### config.mk
export PLATFORM = sky130hd
export DESIGN_NAME = quad_pid_motor_mixer
export DESIGN_NICKNAME = d
export VERILOG_FILES = /design/src/rtl/qpm_pkg.sv /design/src/rtl/qpm_div.sv /design/src/rtl/quad_pid_motor_mixer.sv
export VERILOG_INCLUDE_DIRS = /design/src /design/src/rtl
export SDC_FILE = /design/constraint.sdc
export NUM_CORES = 2
export LEC_CHECK = 0
export BUFFER_PORTS_ARGS = -buffer_cell sky130_fd_sc_hd__buf_4
export CORE_MARGIN = 4
export CORE_UTILIZATION = 36
export CTS_BUF_LIST = sky130_fd_sc_hd__clkbuf_8
export DETAILED_ROUTE_END_ITERATION = 8
export PLACE_DENSITY = 0.61
export SYNTH_ARGS = -nofsm -noshare
export SYNTH_HDL_FRONTEND = slang
export SYNTH_SLANG_ARGS = --single-unit
### constraint.sdc
create_clock -name clk -period 23.7 [get_ports clk]
set_input_delay 3.555 -clock clk [delete_from_list [all_inputs] [get_ports clk]]
set_output_delay 3.555 -clock clk [all_outputs]
set_load 0.1 [all_outputs]
### src/rtl/quad_pid_motor_mixer_defines.svh
// assertion macros for the quad pid motor mixer
// no dependencies
`ifndef QUAD_PID_MOTOR_MIXER_DEFINES_SVH
`define QUAD_PID_MOTOR_MIXER_DEFINES_SVH
`ifndef ASSERT_OFF
`define QPM_ASSERT(label, cond) \
  label: assert property (@(posedge clk) disable iff (!rst_n) (cond)) else $error("qpm check");
`define QPM_ASSERT_IMPL(label, ante, cons) \
  label: assert property (@(posedge clk) disable iff (!rst_n) (ante) |-> (cons)) else $error("qpm check");
`else
`define QPM_ASSERT(label, cond)
`define QPM_ASSERT_IMPL(label, ante, cons)
`endif
`endif

### src/rtl/qpm_pkg.sv
// shared types and constants for the quad pid motor mixer
// no dependencies
package qpm_pkg;
  localparam int GainW = 24;
  localparam logic [23:0] GainResetPR = 24'h050A04;
  localparam logic signed [23:0] IntegMax = 24'sh7FFFFF;
  localparam logic signed [23:0] IntegMin = -24'sh800000;
  localparam logic [6:0] MotorMin = 7'd5;
  localparam logic [6:0] MotorMax = 7'd100;
  localparam logic [1:0] CfgPitch = 2'd0;
  localparam logic [1:0] CfgRoll = 2'd1;
  localparam logic [1:0] CfgYaw = 2'd2;
  typedef struct packed {
    logic start;
    logic [15:0] divisor;
    logic signed [39:0] dividend;
  } div_req_t;
  typedef struct packed {
    logic busy;
    logic done;
    logic signed [39:0] quot;
  } div_rsp_t;
endpackage

### src/rtl/qpm_div.sv
// iterative signed divider, one quotient bit per cycle, truncating toward zero
// depends on qpm_pkg
module qpm_div (
  input  logic               clk,
  input  logic               rst_n,
  input  qpm_pkg::div_req_t  req,
  output qpm_pkg::div_rsp_t  rsp
);
  logic [39:0] mag_r, mag_nxt;
  logic [16:0] rem_r, rem_nxt;
  logic [15:0] dvs_r;
  logic        neg_r;
  logic [5:0]  cnt_r, cnt_nxt;
  logic        busy_r, done_r;
  logic [16:0] trial;
  logic [39:0] dmag;

  assign dmag = req.dividend[39] ? 40'(-req.dividend) : 40'(req.dividend);
  assign trial = {rem_r[15:0], mag_r[39]};

  always_comb begin
    rem_nxt = trial;
    mag_nxt = {mag_r[38:0], 1'b0};
    if (trial >= {1'b0, dvs_r}) begin
      rem_nxt = trial - {1'b0, dvs_r};
      mag_nxt[0] = 1'b1;
    end
    cnt_nxt = cnt_r - 6'd1;
  end

  always_ff @(posedge clk) begin
    if (!rst_n) begin
      busy_r <= 1'b0;
      done_r <= 1'b0;
      cnt_r <= '0;
    end else begin
      done_r <= 1'b0;
      if (req.start) begin
        busy_r <= 1'b1;
        cnt_r <= 6'd40;
        mag_r <= dmag;
        rem_r <= '0;
        dvs_r <= req.divisor;
        neg_r <= req.dividend[39];
      end else if (busy_r) begin
        mag_r <= mag_nxt;
        rem_r <= rem_nxt;
        cnt_r <= cnt_nxt;
        if (cnt_r == 6'd1) begin
          busy_r <= 1'b0;
          done_r <= 1'b1;
        end
      end
    end
  end

  assign rsp.busy = busy_r;
  assign rsp.done = done_r;
  assign rsp.quot = neg_r ? -$signed(mag_r) : $signed(mag_r);
endmodule

### src/rtl/quad_pid_motor_mixer.sv
// top level of the quad pid motor mixer: sequencer, shared multiplier, state
// depends on qpm_pkg, qpm_div and quad_pid_motor_mixer_defines.svh
//
// usage
//   input channel: in_valid / in_stall, one transfer carries angles, targets,
//   throttle and elapsed time; in_stall is high while an item is in work
//   result channel: out_valid / out_stall, four motor drives per transfer
//   config port: cfg_we, cfg_index, cfg_data write the three gain registers
// sequence
//   each axis runs six steps, four of them on one shared 25x17 signed
//   multiplier, then the shared divider for the derivative term (start, 40
//   quotient bits, done); the three axes run in turn and a mix step follows;
//   one item is in work at a time
//   low throttle items show their result the cycle after the transfer
// reset
//   synchronous active-low; gains return to their defaults, integrators and
//   previous errors clear, no result is pending
// stall
//   a finished result waits in the output register while out_stall is high;
//   the next item is taken only after that result has moved
`include "quad_pid_motor_mixer_defines.svh"
module quad_pid_motor_mixer (
  input  logic              clk,
  input  logic              rst_n,
  input  logic              in_valid,
  output logic              in_stall,
  input  logic signed [7:0] in_angle_x,
  input  logic signed [7:0] in_angle_y,
  input  logic signed [7:0] in_angle_z,
  input  logic [6:0]        in_pitch_target,
  input  logic [6:0]        in_roll_target,
  input  logic [6:0]        in_yaw_target,
  input  logic [6:0]        in_throttle_level,
  input  logic [15:0]       in_elapsed_time,
  output logic              out_valid,
  input  logic              out_stall,
  output logic [6:0]        out_motor_front_a,
  output logic [6:0]        out_motor_front_b,
  output logic [6:0]        out_motor_rear_a,
  output logic [6:0]        out_motor_rear_b,
  input  logic              cfg_we,
  input  logic [1:0]        cfg_index,
  input  logic [23:0]       cfg_data
);
  localparam logic [3:0] StIdle  = 4'd0;
  localparam logic [3:0] StScale = 4'd1;
  localparam logic [3:0] StPMul  = 4'd2;
  localparam logic [3:0] StIMul  = 4'd3;
  localparam logic [3:0] StIAcc  = 4'd4;
  localparam logic [3:0] StDMul  = 4'd5;
  localparam logic [3:0] StDDiv  = 4'd6;
  localparam logic [3:0] StMix   = 4'd7;
  localparam logic [3:0] StIKi   = 4'd8;

  logic [3:0] st_r;
  logic [1:0] axis_r;
  logic [23:0] gain_r [3];
  logic signed [23:0] integ_r [3];
  logic signed [9:0] perr_r [3];

  // latched item
  logic signed [7:0] ang_r [3];
  logic [6:0] tgt_r [3];
  logic [6:0] thr_r;
  logic [15:0] dt_r;

  // error spans -269..141 for targets up to 127
  logic signed [9:0] err_r;
  logic signed [17:0] pterm_r;
  logic signed [24:0] iacc_r;
  logic signed [39:0] prod_r;
  logic signed [9:0] term_r [3];
  logic [6:0] mot_r [4];
  logic out_valid_r;
  logic div_wait_r;

  // shared multiplier: signed 25 x signed 17
  logic signed [24:0] mul_a;
  logic signed [16:0] mul_b;
  logic signed [41:0] mul_y;
  assign mul_y = mul_a * mul_b;

  logic [23:0] g;
  logic signed [9:0] ediff;
  logic signed [15:0] sc100;
  logic signed [8:0] scaled;
  assign g = gain_r[axis_r];
  assign ediff = err_r - perr_r[axis_r];
  assign sc100 = 16'(ang_r[axis_r]) * 16'sd100;
  // truncating division by 90 through multiply by reciprocal of magnitude
  logic [15:0] smag;
  logic [31:0] qrec;
  assign smag = sc100[15] ? 16'(-sc100) : 16'(sc100);
  assign qrec = (32'(smag) * 32'd46604) >> 22;
  assign scaled = sc100[15] ? -9'(qrec) : 9'(qrec);

  always_comb begin
    mul_a = '0;
    mul_b = '0;
    unique case (st_r)
      StPMul: begin mul_a = 25'($signed({1'b0, g[7:0]})); mul_b = 17'(err_r); end
      // ki * error first, then times the time step
      StIKi: begin mul_a = 25'($signed({1'b0, g[15:8]})); mul_b = 17'(err_r); end
      StIMul: begin mul_a = 25'(prod_r); mul_b = $signed({1'b0, dt_r}); end
      StDMul: begin mul_a = 25'($signed({1'b0, g[23:16]})); mul_b = 17'(ediff); end
      default: begin mul_a = '0; mul_b = '0; end
    endcase
  end

  qpm_pkg::div_req_t dreq;
  qpm_pkg::div_rsp_t drsp;
  assign dreq.start = (st_r == StDDiv) && !div_wait_r;
  assign dreq.divisor = (dt_r == 16'd0) ? 16'd1 : dt_r;
  assign dreq.dividend = prod_r <<< 16;

  qpm_div u_div (.clk(clk), .rst_n(rst_n), .req(dreq), .rsp(drsp));

  logic signed [25:0] isum;
  logic signed [25:0] ifloor;
  assign ifloor = 26'(prod_r >>> 16);
  assign isum = 26'(integ_r[axis_r]) + ifloor;

  logic signed [41:0] total;
  assign total = 42'(pterm_r) + 42'(iacc_r) + 42'(drsp.quot);

  function automatic logic [6:0] mclamp(input logic signed [11:0] v);
    if (v < 12'sd5) return qpm_pkg::MotorMin;
    if (v > 12'sd100) return qpm_pkg::MotorMax;
    return v[6:0];
  endfunction

  logic signed [11:0] tt, pp, rr, yy;
  assign tt = 12'($signed({1'b0, thr_r}));
  assign pp = 12'(term_r[0]);
  assign rr = 12'(term_r[1]);
  assign yy = 12'(term_r[2]);

  logic in_acc, out_acc;
  assign in_stall = (st_r != StIdle) || out_valid_r;
  assign in_acc = in_valid && !in_stall;
  assign out_acc = out_valid_r && !out_stall;

  always_ff @(posedge clk) begin
    if (!rst_n) begin
      st_r <= StIdle;
      axis_r <= '0;
      out_valid_r <= 1'b0;
      div_wait_r <= 1'b0;
      gain_r[0] <= qpm_pkg::GainResetPR;
      gain_r[1] <= qpm_pkg::GainResetPR;
      gain_r[2] <= '0;
      for (int i = 0; i < 3; i++) begin
        integ_r[i] <= '0;
        perr_r[i] <= '0;
      end
    end else begin
      if (cfg_we) begin
        if (cfg_index == qpm_pkg::CfgPitch) gain_r[0] <= cfg_data;
        if (cfg_index == qpm_pkg::CfgRoll)  gain_r[1] <= cfg_data;
        if (cfg_index == qpm_pkg::CfgYaw)   gain_r[2] <= cfg_data;
      end
      if (out_acc) out_valid_r <= 1'b0;
      unique case (st_r)
        StIdle: begin
          if (in_acc) begin
            ang_r[0] <= in_angle_x; ang_r[1] <= in_angle_y; ang_r[2] <= in_angle_z;
            tgt_r[0] <= in_pitch_target; tgt_r[1] <= in_roll_target;
            tgt_r[2] <= in_yaw_target;
            thr_r <= in_throttle_level;
            // a zero time step counts as one
            dt_r <= (in_elapsed_time == 16'd0) ? 16'd1 : in_elapsed_time;
            axis_r <= '0;
            if (in_throttle_level <= qpm_pkg::MotorMin) begin
              for (int i = 0; i < 4; i++) mot_r[i] <= qpm_pkg::MotorMin;
              out_valid_r <= 1'b1;
            end else begin
              st_r <= StScale;
            end
          end
        end
        StScale: begin
          err_r <= 10'(scaled) - 10'($signed({1'b0, tgt_r[axis_r]}));
          st_r <= StPMul;
        end
        StPMul: begin pterm_r <= 18'(mul_y); st_r <= StIKi; end
        StIKi: begin prod_r <= 40'(mul_y); st_r <= StIMul; end
        StIMul: begin prod_r <= 40'(mul_y); st_r <= StIAcc; end
        StIAcc: begin
          if (isum > 26'(qpm_pkg::IntegMax)) iacc_r <= 25'(qpm_pkg::IntegMax);
          else if (isum < 26'(qpm_pkg::IntegMin)) iacc_r <= 25'(qpm_pkg::IntegMin);
          else iacc_r <= 25'(isum);
          st_r <= StDMul;
        end
        StDMul: begin
          integ_r[axis_r] <= 24'(iacc_r);
          prod_r <= 40'(mul_y);
          st_r <= StDDiv;
          div_wait_r <= 1'b0;
        end
        StDDiv: begin
          if (!div_wait_r) div_wait_r <= 1'b1;
          else if (drsp.done) begin
            div_wait_r <= 1'b0;
            perr_r[axis_r] <= err_r;
            if (total > 42'sd127) term_r[axis_r] <= 10'sd127;
            else if (total < -42'sd127) term_r[axis_r] <= -10'sd127;
            else term_r[axis_r] <= 10'(total);
            if (axis_r == 2'd2) st_r <= StMix;
            else begin
              axis_r <= axis_r + 2'd1;
              st_r <= StScale;
            end
          end
        end
        StMix: begin
          mot_r[0] <= mclamp(tt + pp - rr + yy);
          mot_r[1] <= mclamp(tt + pp + rr - yy);
          mot_r[2] <= mclamp(tt - pp + rr + yy);
          mot_r[3] <= mclamp(tt - pp - rr - yy);
          out_valid_r <= 1'b1;
          st_r <= StIdle;
        end
        default: st_r <= StIdle;
      endcase
    end
  end

  assign out_valid = out_valid_r;
  assign out_motor_front_a = mot_r[0];
  assign out_motor_front_b = mot_r[1];
  assign out_motor_rear_a = mot_r[2];
  assign out_motor_rear_b = mot_r[3];

  `QPM_ASSERT_IMPL(a_busy_stall, st_r != StIdle, in_stall)
  `QPM_ASSERT_IMPL(a_out_hold, out_valid_r && out_stall, ##1 out_valid_r)
  `QPM_ASSERT_IMPL(a_div_only_ddiv, drsp.busy, st_r == StDDiv)
  `QPM_ASSERT(a_axis_range, axis_r != 2'd3)
endmodule
### Word-level counts from Yosys, hierarchy flattened

Memory sizes are Yosys's and may differ from the RTL's. A register that Yosys moved wholly into a read port is not among the register bits.
Cells that the tools add are included.

* register bits: 205
* logic and storage cells: 288
* output and inout bits: 30
* memory bits (writable): 277
* memories kept: 7

Memory list
* gain_r: words 3, bits a word 24, rd ports 1, clocked after memory_dff 1, write ports 3, RTL line quad_pid_motor_mixer.sv:57 `logic [23:0] gain_r [3];`
* integ_r: words 3, bits a word 24, rd ports 1, clocked after memory_dff 1, write ports 3, RTL line quad_pid_motor_mixer.sv:58 `logic signed [23:0] integ_r [3];`
* perr_r: words 3, bits a word 10, rd ports 1, clocked after memory_dff 1, write ports 3, RTL line quad_pid_motor_mixer.sv:59 `logic signed [9:0] perr_r [3];`
* term_r: words 3, bits a word 10, rd ports 3, clocked after memory_dff 0, write ports 1, RTL line quad_pid_motor_mixer.sv:72 `logic signed [9:0] term_r [3];`
* mot_r: words 4, bits a word 7, rd ports 4, clocked after memory_dff 0, write ports 4, RTL line quad_pid_motor_mixer.sv:73 `logic [6:0] mot_r [4];`
* ang_r: words 3, bits a word 8, rd ports 1, clocked after memory_dff 1, write ports 3, RTL line quad_pid_motor_mixer.sv:62 `logic signed [7:0] ang_r [3];`
* 1 more memories

* add/subtract/negate cells: 22
* $lt $le $gt $ge: 14
* bitwise operators: 11
* eq/ne operators: 17
* reductions and logical operators: 30
* $mul: 3
* mux-type cells: 166

Operator list (number)
* $mux W7: 28
* $mux W40: 4
* $pmux W25 S4: 1
* $mux W24: 4
* $mux W1: 93
* $neg A40 Y40: 2
* $pmux W17 S3: 1
* $gt A12 B8 Y1 const B: 4
* $lt A12 B4 Y1 const B: 4
* $mux W16: 3
* $add A26 B40 Y41: 1
* $gt A41 B8 Y1 const B: 1
* $lt A41 B8 Y1 const B: 1
* $mul A25 B17 Y40: 1
* $logic_not A16 Y1: 2
* $mux W2: 16
* $pmux W4 S8: 1
* $mux W10: 3
* $mul A16 B14 Y29 const B: 1
* $add A18 B25 Y26: 1
* $add A24 B24 Y25: 1
* $gt A25 B24 Y1 const B: 1
* $lt A25 B24 Y1 const B: 1
* $mux W25: 1
* 48 further kinds: 87

### Logic depth before layout (Yosys ltp)

An unclocked memory read counts as a cell.

* depth after elaboration: 16
* depth in mapped cells: 53
* mapped depth without buffers: 49

### Cells and area by module

From an unflattened synthesis, not the netlist that was laid out.

* cell total of the unflattened synthesis: 4841
* area, all modules: 49879.1 sq um

By module, submodules not included
* quad_pid_motor_mixer: cells each 4219, area each 44092.3 sq um, instances 1
* qpm_div: cells each 622, area each 5786.8 sq um, instances 1

### Worst setup path after synthesis

OpenSTA, ideal clock, no wires.

* path kind: register to register
* from: register (tool-made name)
* to: register err_r[8] (data pin)
* path slack: 12.095 ns
* buffers on the path: 5
* cell stages (with the launch flop): 46
* data arrival time: 11.339 ns
* cells stage by stage: dfxtp_1 -> buf_2 -> buf_1 -> clkbuf_1 -> buf_1 -> mux2i_1 -> o21ai_0 -> ha_1 -> fa_1 -> ha_1 -> ha_1 -> nor2b_1 -> o21ai_0 -> nand2b_1 -> a21o_1 -> a31o_2 -> xnor2_1 -> clkbuf_1 -> (+10 left out) -> ha_1 -> ha_1 -> a2111o_1 -> a21o_1 -> or3b_2 -> nand2b_1 -> ha_1 -> nand2_1 -> o21ai_0 -> fa_1 -> nand2_1 -> nand2_1 -> a21oi_1 -> o21bai_1 -> a21oi_1 -> nor2b_1 -> nor3_1 -> xor2_1

RTL lines
* end signal: assignment: RTL line quad_pid_motor_mixer.sv:182 `err_r <= 10'(scaled) - 10'($signed({1'b0, tgt_r[axis_r]}));`
* end: declaration: RTL line quad_pid_motor_mixer.sv:68 `logic signed [9:0] err_r;`

==> run summary <==
Of the synthesized area, sequential elements account for 30.7%. For the via count of the first global-routing pass, the log shows 36900. The final routed wire length divided by cell count is 20.0 um, and the met3 capacity usage during global routing is 2.80%.

Summing all multi-input logic gate instances after layout gives 31200 sq um. The run gives 0 as the final hold violation count. The post-place instance area was 53100 sq um; the setup TNS was 0 ps. Setup repair after global routing left no endpoint under its margin. Counting every instance in the synthesized netlist gives 4925.

The logs give 6710 for the number of placed cells counting well taps and 50100 sq um for the post-synthesis instance area. After layout, the minimum clock period comes to 12170 ps. In the final layout, flip-flops and latches occupy 15400 sq um.

The highest attainable clock frequency is 82.2 MHz. The count of buffers from port buffering is 128, and the post-CTS setup repair buffer count is 0. Detailed placement finished with a half-perimeter wire length of 107000 um. Before antenna repair, the detailed router went through 7 iterations. The number of nets handed over by synthesis was 5950.

The y dimension of the die is 381 um, and the register bit count reported by yosys is 518. On the critical path, the stage with the largest delay is an instance of nand2_1. Across all layers, the routed design uses 36000 vias.

In the global route stage, met2 resource usage came out at 31.4%. The total overflow left after global routing is 0. The tools report the filler cell count as 13500. The critical path in this run is classified as flip-flop to flip-flop. The run gives 0 as the total of max-cap violations. The end point of the worst hold path was u_div.dvs_r[7]. The floorplan step defined a die boundary enclosing 145000 sq um.

met2 is the most crowded layer. Counting the buffers created by CTS gives 89. The synthesis-to-layout area growth works out to 9.54%. The floorplan row count came out at 136. At the later pin of the worst-skew pair, clock insertion delay measures 730 ps. In this run the number of H-tree levels came out at 3. Final critical-path share of the clock period: 51.4%.

In this design, the largest share of critical-path delay is due to adder cells. The run finished with clean final reports. The slew at the pin with the worst max-slew slack is 1190 ps. The tools report the source of the worst hold timing path as dt_r[7]. The congestion estimate from routability-driven global placement came to 0.915.

The class of the most critical hold timing path is flip-flop to flip-flop. The quantity of gates resized following cts was 0; the via density per instance was 5.23. The total non-filler cell area in the finished layout came out at 54900 sq um.

The worst pin sits at a relative slew slack of 20.7%. The first-pass GRT wire length is 214000 um, and the number of distinct standard cells referenced by the synthesized netlist is 91. For this run, design rule violations remaining after detail routing come to 0. The endpoint identified for the worst register-to-register timing path is prod_r[38].

The met1 global-route usage came out at 25.6%. After clock tree synthesis, the clock-pin slew on the worst setup and hold paths is 60 ps. The number of cells on the worst hold path works out to 0. The Yosys step of the flow raised 0 warnings. The detail route stage leaves a number of antenna-violating nets equal to 0.

The maximum fanout along the worst path was 41. STA classifies the critical path endpoint as a flip-flop. The initial detailed-routing violation count was 2641; the number of buffers added to fix hold violations after cts was 0. The number of synthesized flops with an enable pin works out to 500.

Wires add up to 137000 um. Among the stages of the critical path, the cell type that occurs most often is fa_1. TritonCTS built the clock tree. The arrival time at the worst endpoint is 12620 ps, and the initial core utilization is 36.4%. Most used flip-flop cell after synthesis: edfxtp_1. Counting along the longest clock path gives a buffer depth of 3. The final non-filler cell total came out at 6870. The initial antenna violation count came out at 4. During I/O placement, the number of pins put on the boundary was 129.

Setup violations remaining at the end of the flow were counted as 0. For the worst setup path, the data required time is 24150 ps. Cells with a size suffix above 1 make up 7.75% of the layout. The depth of the most critical reg-to-reg path is 36. The type of origin of the critical path was a flip-flop.

The floorplan step set the die width to 381 um. The worst register-to-register path has a setup slack of 11530 ps. Global routing consumed, over all layers together, 18.8% of the routing resources. Placeable core region: 138000 sq um. A synthesized cell averages 10.2 sq um. The number of sinks handled by clock tree synthesis is 518, and the number of nets in the finished design is 6032. The maximum clock skew at final layout is 44.9 ps.

The number of slew-limit violations in the final report was 0; the worst path buffer plus inverter count was 8. Clock tree synthesis selected as its root buffer the cell clkbuf_8. Longest individual stage delay on the worst path: 760 ps.

The run gives 63 as the largest net degree at the start of global routing. After synthesis, the share of flip-flops with an asynchronous set or reset is 0%.
[per-layer routing]
metal  vias up  share of wire (%)  wire length, um
li1      16600                  -                -
met1     18100                 44            60200
met2      1055                 48            65300
met3       189                6.2             8450
met4         0                2.3             3170
met5         -                  0                0
[sequential cells by signal (all words and copies together) (netlist names), 2 cells and up, named ones only]
name	count
mot_r	28
pterm_r	18
ang_r	24
perr_r	40
u_div.cnt_r	6
iacc_r	25
axis_r	2
err_r	10
tgt_r	21
st_r	4
dt_r	16
term_r	30
thr_r	7
u_div.rem_r	16
prod_r	40
u_div.dvs_r	16
u_div.mag_r	40
integ_r	96
gain_r	72
[metrics by stage]
| stage | util (%) | hold slack (ps) | worst slack (ps) |
|---|---|---|---|
| 5_1_grt | 39.8 | 500 | 10850 |
| 3_3_place_gp | 38.6 | 467 | 11760 |
| 2_1_floorplan | - | 464 | 12090 |
| 4_1_cts | 39.8 | 487 | 11570 |
| 6_report | 39.8 | 491 | 11530 |
| 3_5_place_dp | 38.6 | 474 | 11580 |
[layout make-up]
cell class / count / area share [%]
antenna: 3 / 0.0137
clock buffer: 89 / 2.23
clock inverter: 68 / 0.996
inverter: 786 / 5.37
multi-input combinational: 3428 / 56.8
sequential: 518 / 28.0
tap: 1794 / 4.09
timing repair buffer: 184 / 2.52
[cell families (layout without fill, tap and decap cells)]
group / Yosys count / count (layout) / synth area share (%)
buffers and inverters: 979 / 1127 / 7.36
other: 0 / 3 / 0
flip-flops: 518 / 518 / 30.7
AND/OR/NAND/NOR: 1372 / 1372 / 13.2
AO/OA/AOI/OAI: 757 / 757 / 10.0
XOR/XNOR: 273 / 273 / 4.77
multiplexers: 95 / 95 / 2.75
adder cells (fa/ha/maj): 931 / 931 / 31.3
[placed cells by master, fill, tap and decap left out, types with 21 or more instances in the layout]
master    Yosys  final
mux4_2       34     34
clkbuf_8      0     89
xor2_1      123    123
o211ai_1     34     34
edfxtp_1    500    500
fa_1        537    537
a21oi_1     194    190
nor4_1       31     30
nand4_1      21     21
nand3_1      55     55
and2_1      167    167
nand2_1     450    450
nor3_1       64     62
xnor2_1     150    150
a211oi_1     26     26
nand2b_1     62     61
ha_1        389    389
a21o_1       80     80
buf_4         0    184
and3_1       55     55
nor2b_1      31     31
or3_1        27     27
inv_1       784    815
nor2_1      335    333
o21ai_0     149    146
o21bai_1     41     41
o21a_1       29     28
mux2i_1      58     58
[cell usage after synthesis (all sizes together) (21+ instances only)]
library cell  count  area share [%]
inv             786             5.9
fa              537              21
edfxtp          500              30
nand2           450             3.4
ha              389             9.7
nor2            335             2.5
a21oi           195             2.0
o21ai           169             1.7
and2            168             2.1
clkbuf          164             1.2
xnor2           150             2.6
xor2            123             2.1
a21o             80             1.2
nor3             64            0.64
nand2b           62            0.77
mux2i            58             1.2
and3             56            0.71
nand3            55            0.55
o21bai           43            0.67
o211ai           35            0.53
mux4             34             1.5
nor4             33            0.45
nor2b            31            0.39
buf              29            0.24
o21a             29            0.43
a211oi           27            0.41
or3              27            0.34
nand4            21            0.26
[worst max path at each step]
stage | endpoint | start | depth (start not counted)
final | prod_r[38] | flip-flop | 36
after global routing | prod_r[38] | flip-flop | 36
after CTS | prod_r[38] | flip-flop | 36
after detailed placement | prod_r[38] | flip-flop | 36
after global placement | prod_r[38] | flip-flop | 36
after floorplan | err_r[8] | flip-flop | 45
Power is left out: the tool's default activity adds up to more than one toggle a clock period on the data nets, which glitch-free logic cannot reach.
